## config.mk

```make
export PLATFORM = sky130hd
export DESIGN_NAME = qr_bit_stream_packer_top
export DESIGN_NICKNAME = d
export VERILOG_FILES = /design/src/rtl/qrbsp_pkg.sv /design/src/rtl/qr_bit_stream_packer_top.sv
export SDC_FILE = /design/constraint.sdc
export NUM_CORES = 1
export LEC_CHECK = 0
export ABC_CLOCK_PERIOD_IN_PS = 12700
export BUFFER_PORTS_ARGS = -buffer_cell sky130_fd_sc_hd__clkbuf_2
export CORE_ASPECT_RATIO = 0.75
export CORE_UTILIZATION = 55
export CTS_CLUSTER_DIAMETER = 150
export DETAILED_ROUTE_END_ITERATION = 8
export HOLD_SLACK_MARGIN = 0.12
export PLACE_DENSITY = 0.79
export REMOVE_ABC_BUFFERS = 1
export SYNTH_ARGS = -nofsm -noshare
export SYNTH_HDL_FRONTEND = slang
export SYNTH_SLANG_ARGS = --single-unit
```

## constraint.sdc

```tcl
create_clock -name clk_i -period 12.7 [get_ports clk_i]
set_input_delay 2.54 -clock clk_i [delete_from_list [all_inputs] [get_ports clk_i]]
set_output_delay 2.54 -clock clk_i [all_outputs]
set_load 0.02 [all_outputs]
```

## src/rtl/qrbsp_pkg.sv

```systemverilog
// ----------------------------------------------------------------------------
// QR bit stream packer package
// Shared types and constants for the QR bit stream packer.
// ----------------------------------------------------------------------------
package qrbsp_pkg;

  // Item kinds on the request channel.
  localparam logic KIND_WRITE = 1'b0;
  localparam logic KIND_PAD   = 1'b1;

  // Alternating pad codewords, first one first.
  localparam logic [7:0] PAD_BYTE_A = 8'hEC;
  localparam logic [7:0] PAD_BYTE_B = 8'h11;

  // Held partial byte: up to seven bits and their count.
  localparam int unsigned HELD_W  = 7;
  localparam int unsigned HCNT_W  = 3;
  // Pad byte counter width: up to 63 pad bytes per request.
  localparam int unsigned PADC_W  = 6;

  typedef logic [HELD_W-1:0] held_t;
  typedef logic [HCNT_W-1:0] hcnt_t;
  typedef logic [PADC_W-1:0] padc_t;

  // Sequencer phases.
  typedef enum logic [1:0] {
    ST_IDLE,
    ST_BITS,
    ST_PADS
  } state_e;

endpackage

```

## src/rtl/qr_bit_stream_packer_top.sv

```systemverilog
// A byte is registered at the output at the end of the cycle whose bit run completes it; an
// accepted request is first loaded into the field shift register and sequencer state.
// The request channel is stalled whenever the sequencer is not idle, and an output stall
// holds the sequencer. The byte-wide digit path moves at most one byte boundary per cycle
// while the output is not stalled; pad bytes leave at one per cycle while the output is
// not stalled. Reset clears the held bits, sequencer and output valid.
// ----------------------------------------------------------------------------
// QR bit stream packer
// Packs write fields and terminator/pad sequences into an MSB-first byte
// stream, one byte-wide digit per unstalled cycle through a field shift register.
// ----------------------------------------------------------------------------
module qr_bit_stream_packer_top #(
  parameter int unsigned MAX_FIELD_BITS = 32
) (
  input  logic        clk_i,
  input  logic        rst_ni,
  // Request channel
  input  logic        in_valid_i,
  output logic        in_stall_o,
  input  logic        kind_i,
  input  logic [31:0] value_i,
  input  logic [5:0]  num_bits_i,
  input  logic [8:0]  pad_bits_i,
  // Byte channel
  output logic        out_valid_o,
  input  logic        out_stall_i,
  output logic [7:0]  out_byte_o,
  output logic        last_o
);

  localparam int unsigned CNT_W = $clog2(MAX_FIELD_BITS + 1);

  // State.
  qrbsp_pkg::state_e             state_q, state_d;
  logic [MAX_FIELD_BITS-1:0]     sh_q, sh_d;
  logic [CNT_W-1:0]              rem_q, rem_d;
  qrbsp_pkg::held_t              held_q, held_d;
  qrbsp_pkg::hcnt_t              hcnt_q, hcnt_d;
  qrbsp_pkg::padc_t              padc_q, padc_d;
  logic                          psel_q, psel_d;
  logic                          ovld_q, ovld_d;
  logic [7:0]                    obyte_q, obyte_d;
  logic                          olast_q, olast_d;

  // Request decode.
  logic                          in_acc;
  logic                          advance;
  logic [MAX_FIELD_BITS+31:0]    val_wide;
  logic [MAX_FIELD_BITS-1:0]     val_fit;
  logic [CNT_W-1:0]              wr_n;
  logic [8:0]                    pad_rest;
  logic [2:0]                    pad_fill;
  logic [8:0]                    pad_left;

  // Digit path.
  logic [3:0]                    room;
  logic                          full;
  logic [3:0]                    k;
  logic [7:0]                    top8;
  logic [14:0]                   comb_full;
  logic [14:0]                   comb_part;
  logic [CNT_W-1:0]              rem_after;

  assign in_acc  = in_valid_i && !in_stall_o;
  assign advance = !ovld_q || !out_stall_i;

  assign val_wide = {{MAX_FIELD_BITS{1'b0}}, value_i};
  assign val_fit  = val_wide[MAX_FIELD_BITS-1:0];

  // Saturate the field length to the widest supported field.
  assign wr_n = ({1'b0, num_bits_i} > 7'(MAX_FIELD_BITS)) ?
                CNT_W'(MAX_FIELD_BITS) : CNT_W'(num_bits_i);

  // Terminator plus fill to the byte boundary, then whole pad bytes.
  assign pad_rest = pad_bits_i - 9'd4;
  assign pad_fill = 3'd4 - hcnt_q;
  assign pad_left = pad_rest - {6'b0, pad_fill};

  // One digit: complete the held byte if enough bits remain, else absorb all.
  assign room      = 4'd8 - {1'b0, hcnt_q};
  assign full      = (rem_q >= CNT_W'(room));
  assign k         = full ? room : rem_q[3:0];
  assign top8      = sh_q[MAX_FIELD_BITS-1 -: 8];
  assign comb_full = {held_q, top8} >> hcnt_q;
  assign comb_part = ({8'b0, held_q} << k) | {7'b0, top8 >> (4'd8 - k)};
  assign rem_after = rem_q - CNT_W'(k);

  // Sequencer next state and datapath updates.
  always_comb begin
    state_d = state_q;
    sh_d    = sh_q;
    rem_d   = rem_q;
    held_d  = held_q;
    hcnt_d  = hcnt_q;
    padc_d  = padc_q;
    psel_d  = psel_q;
    ovld_d  = ovld_q && out_stall_i;
    obyte_d = obyte_q;
    olast_d = olast_q;

    unique case (state_q)
      qrbsp_pkg::ST_IDLE: begin
        if (in_acc) begin
          psel_d = 1'b0;
          if (kind_i == qrbsp_pkg::KIND_WRITE) begin
            rem_d   = wr_n;
            sh_d    = val_fit << (CNT_W'(MAX_FIELD_BITS) - wr_n);
            padc_d  = '0;
            state_d = qrbsp_pkg::ST_BITS;
          end else begin
            sh_d = '0;
            if (pad_bits_i <= 9'd4) begin
              rem_d  = CNT_W'(pad_bits_i[2:0]);
              padc_d = '0;
            end else begin
              rem_d  = CNT_W'(4'd4 + {1'b0, pad_fill});
              padc_d = (pad_rest >= {6'b0, pad_fill}) ? pad_left[8:3] : '0;
            end
            state_d = qrbsp_pkg::ST_BITS;
          end
        end
      end

      qrbsp_pkg::ST_BITS: begin
        if (advance) begin
          sh_d  = sh_q << k;
          rem_d = rem_after;
          if (full) begin
            ovld_d  = 1'b1;
            obyte_d = comb_full[7:0];
            olast_d = (rem_after < CNT_W'(8)) && (padc_q == '0);
            held_d  = '0;
            hcnt_d  = '0;
          end else begin
            held_d = comb_part[6:0];
            hcnt_d = hcnt_q + k[2:0];
          end
          if (rem_after == '0 || (!full && rem_after == '0)) begin
            state_d = (padc_q != '0) ? qrbsp_pkg::ST_PADS : qrbsp_pkg::ST_IDLE;
          end
        end
      end

      qrbsp_pkg::ST_PADS: begin
        if (advance) begin
          ovld_d  = 1'b1;
          obyte_d = psel_q ? qrbsp_pkg::PAD_BYTE_B : qrbsp_pkg::PAD_BYTE_A;
          olast_d = (padc_q == qrbsp_pkg::padc_t'(1));
          psel_d  = !psel_q;
          padc_d  = padc_q - qrbsp_pkg::padc_t'(1);
          if (padc_q == qrbsp_pkg::padc_t'(1)) begin
            state_d = qrbsp_pkg::ST_IDLE;
          end
        end
      end

      default: begin
        state_d = qrbsp_pkg::ST_IDLE;
      end
    endcase
  end

  // Control registers.
  always_ff @(posedge clk_i or negedge rst_ni) begin
    if (!rst_ni) begin
      state_q <= qrbsp_pkg::ST_IDLE;
      rem_q   <= '0;
      held_q  <= '0;
      hcnt_q  <= '0;
      padc_q  <= '0;
      psel_q  <= 1'b0;
      ovld_q  <= 1'b0;
    end else begin
      state_q <= state_d;
      rem_q   <= rem_d;
      held_q  <= held_d;
      hcnt_q  <= hcnt_d;
      padc_q  <= padc_d;
      psel_q  <= psel_d;
      ovld_q  <= ovld_d;
    end
  end

  // Payload registers.
  always_ff @(posedge clk_i) begin
    sh_q    <= sh_d;
    obyte_q <= obyte_d;
    olast_q <= olast_d;
  end

  assign in_stall_o  = (state_q != qrbsp_pkg::ST_IDLE);
  assign out_valid_o = ovld_q;
  assign out_byte_o  = obyte_q;
  assign last_o      = olast_q;

endmodule
```

==> impl_metrics.json <==
{
  "synthDistinctLibCells": 71,
  "area_growth_pct": 8.992,
  "reg2reg_from": "hcnt_q[0]",
  "status": "finished clean",
  "layout_common_cells": "mux2i_1, nand2_1, clkbuf_2, o21ai_0, nor2_1",
  "start_util_pct": 56.80,
  "synth_top_area_share_pct": 22.45,
  "max_freq_mhz": 168.2,
  "portBuffers": 62,
  "worstPathMaxFanout": 49,
  "synthArstFlopShare_pct": 38.81,
  "cts-root-buf": "clkbuf_16",
  "drc": 0,
  "layout_commonest_cell": "mux2i_1",
  "synth-edff-count": 41,
  "synth-seq-cells": 67,
  "crit_type": "reg -> reg",
  "die_x_um": 136.3,
  "drt_iter0_markers": 763,
  "synth_flop_cell": "edfxtp_1",
  "cts_tree": "done",
  "clk_latency_ns": 0.34,
  "viasPerCell": 6.636,
  "setup_viol": 0,
  "worstSetupEndpointType": "flip-flop",
  "crit_start": "hcnt_q[0]",
  "grt_pass1_wl_um": 32030,
  "io_pins": 63,
  "antenna_found_initial": 0,
  "drive_above_1_share_pct": 13.71,
  "dp_hpwl_um": 14880,
  "h-tree-depth": 3,
  "fin_tns_setup_ns": 0,
  "maxCapViolations": 0,
  "insertedDiodeCount": 0,
  "min_path_type": "reg -> reg",
  "cp-start-kind": "flip-flop",
  "synthCells": 863,
  "utilization_pct": 61.90,
  "fp.dieH_um": 102.8,
  "routed_wl_um": 20020,
  "relSlewSlack_pct": 27.75,
  "tightest_slew_ns": 1.070,
  "globalplace.congestion": 0.9326,
  "post-route-period-util_pct": 46.81,
  "first_global_vias": 6110,
  "final_nets": 959,
  "skew_ns": 0.004823,
  "clock_path_buffers": 2,
  "cp.arrival_ns": 6.16,
  "clk_pin_slew_ns": 0.06,
  "avgSynthCellArea_um2": 8.626,
  "drv_slew": 0,
  "yosys_warnings": 0,
  "gr-total-overflow": 0,
  "hold_ws_ns": 0.5501,
  "holdBufCountCts": 0,
  "hold_viol_final": 0,
  "synth.top_cells.by_area": "mux2i_1, edfxtp_1, dfrtp_1",
  "seq_area_frac_synth_pct": 25.28,
  "num_rows": 36,
  "die-area_um2": 14010,
  "gr-usage-all-layers_pct": 29.20,
  "cts_resized": 0,
  "required_ns": 12.91,
  "drt_first_pass_iters": 6,
  "synthesis.area_um2": 7445,
  "fillerInstances": 1090,
  "post-route-min-period_ns": 5.945,
  "dr_total_vias": 7041,
  "hp-start": "held_q[6]",
  "cts_sinks": 67,
  "post_drt_wl_per_cell_um": 18.87,
  "grt_start_max_net_pins": 50,
  "synth_top_area_cell": "mux2i_1",
  "drtAntennaViolNets": 0,
  "post_cts_buffers": 0,
  "rsz0062_at_grt": "no",
  "cts_made_buffers": 9,
  "core_area_um2": 13110
}
[layer usage]
layer	GRT usage (%)	up-vias	share of wire, %
li1	-	3328	-
met1	45.66	3279	48
met2	40.22	404	40
met3	6.146	30	11
met4	6.752	0	1.3
met5	0	-	0
[state kept, by name, summed over array words and instances (netlist names)]
name and flops:
sh_q 32, out_byte_o 8, held_q 7, padc_q 6, rem_q 6, hcnt_q 3
state_q 2, last_o 1, out_valid_o 1, psel_q 1
[worst paths after layout]
check | end | slack [ns] | cells after the start
max | held_q[2] | 6.75 | 14
min | held_q[6] | 0.55 | 2
max reg2reg | held_q[2] | 6.75 | 14
min reg2reg | held_q[6] | 0.55 | 2
max in group asynchronous | held_q[2] | 10.02 | 1
min in group asynchronous | padc_q[2] | 2.23 | 1
[cells in the mapped netlist, drive strengths merged, types with 9 or more instances]
| cell | n |
|---|---|
| o221ai | 9 |
| nand2 | 93 |
| a21oi | 48 |
| mux2 | 10 |
| mux4 | 11 |
| mux2i | 169 |
| clkbuf | 35 |
| nand3 | 19 |
| nor3 | 23 |
| buf | 25 |
| a32oi | 15 |
| edfxtp | 41 |
| o21ai | 55 |
| inv | 35 |
| nor2 | 52 |
| a211oi | 22 |
| o211ai | 13 |
| xnor2 | 9 |
| o22ai | 14 |
| nor2b | 12 |
| dfrtp | 26 |
| ha | 21 |
[cell type report]
class / instances / area [um^2] / share of cell area, %
Multi-Input combinational cell: 701 / 5197 / 64.06
Sequential cell: 67 / 1882 / 23.19
Timing Repair Buffer: 71 / 377.9 / 4.657
Clock inverter: 3 / 17.52 / 0.2159
Inverter: 35 / 133.9 / 1.650
Clock buffer: 13 / 291.5 / 3.593
Tap cell: 171 / 214.0 / 2.637
[per-stage QoR]
step	setup WS (ns)	instance area (um^2)	instances
global placement	6.801	7805	1045
CTS	6.827	8114	1061
finish	6.755	8114	1061
global route	6.386	8114	1061
detailed placement	6.706	7805	1045
floorplan	3.520	7178	803
[logic make-up after synthesis]
| family | Yosys count | share of synthesized area [%] |
|---|---|---|
| fa+ha+maj | 22 | 3.798 |
| xor+xnor | 16 | 1.983 |
| mux | 190 | 27.78 |
| flops | 67 | 25.28 |
| compound gates | 232 | 20.98 |
| buf+inv | 95 | 5.378 |
| simple gates | 241 | 14.81 |
[critical path, cell delays in order (launching register included)]
cell,delay [ns]
dfrtp_1,0.99
inv_1,0.22
ha_1,0.42
inv_1,0.20
ha_1,0.28
a221o_2,0.41
a21oi_4,0.37
mux2i_4,0.29
buf_4,0.48
inv_1,0.43
ha_1,0.32
xnor2_1,0.66
mux4_2,0.40
o21ai_0,0.21
o21ai_0,0.10
Power is left out: the tool's default activity adds up to more than one toggle a clock period on the data nets, which glitch-free logic cannot reach.
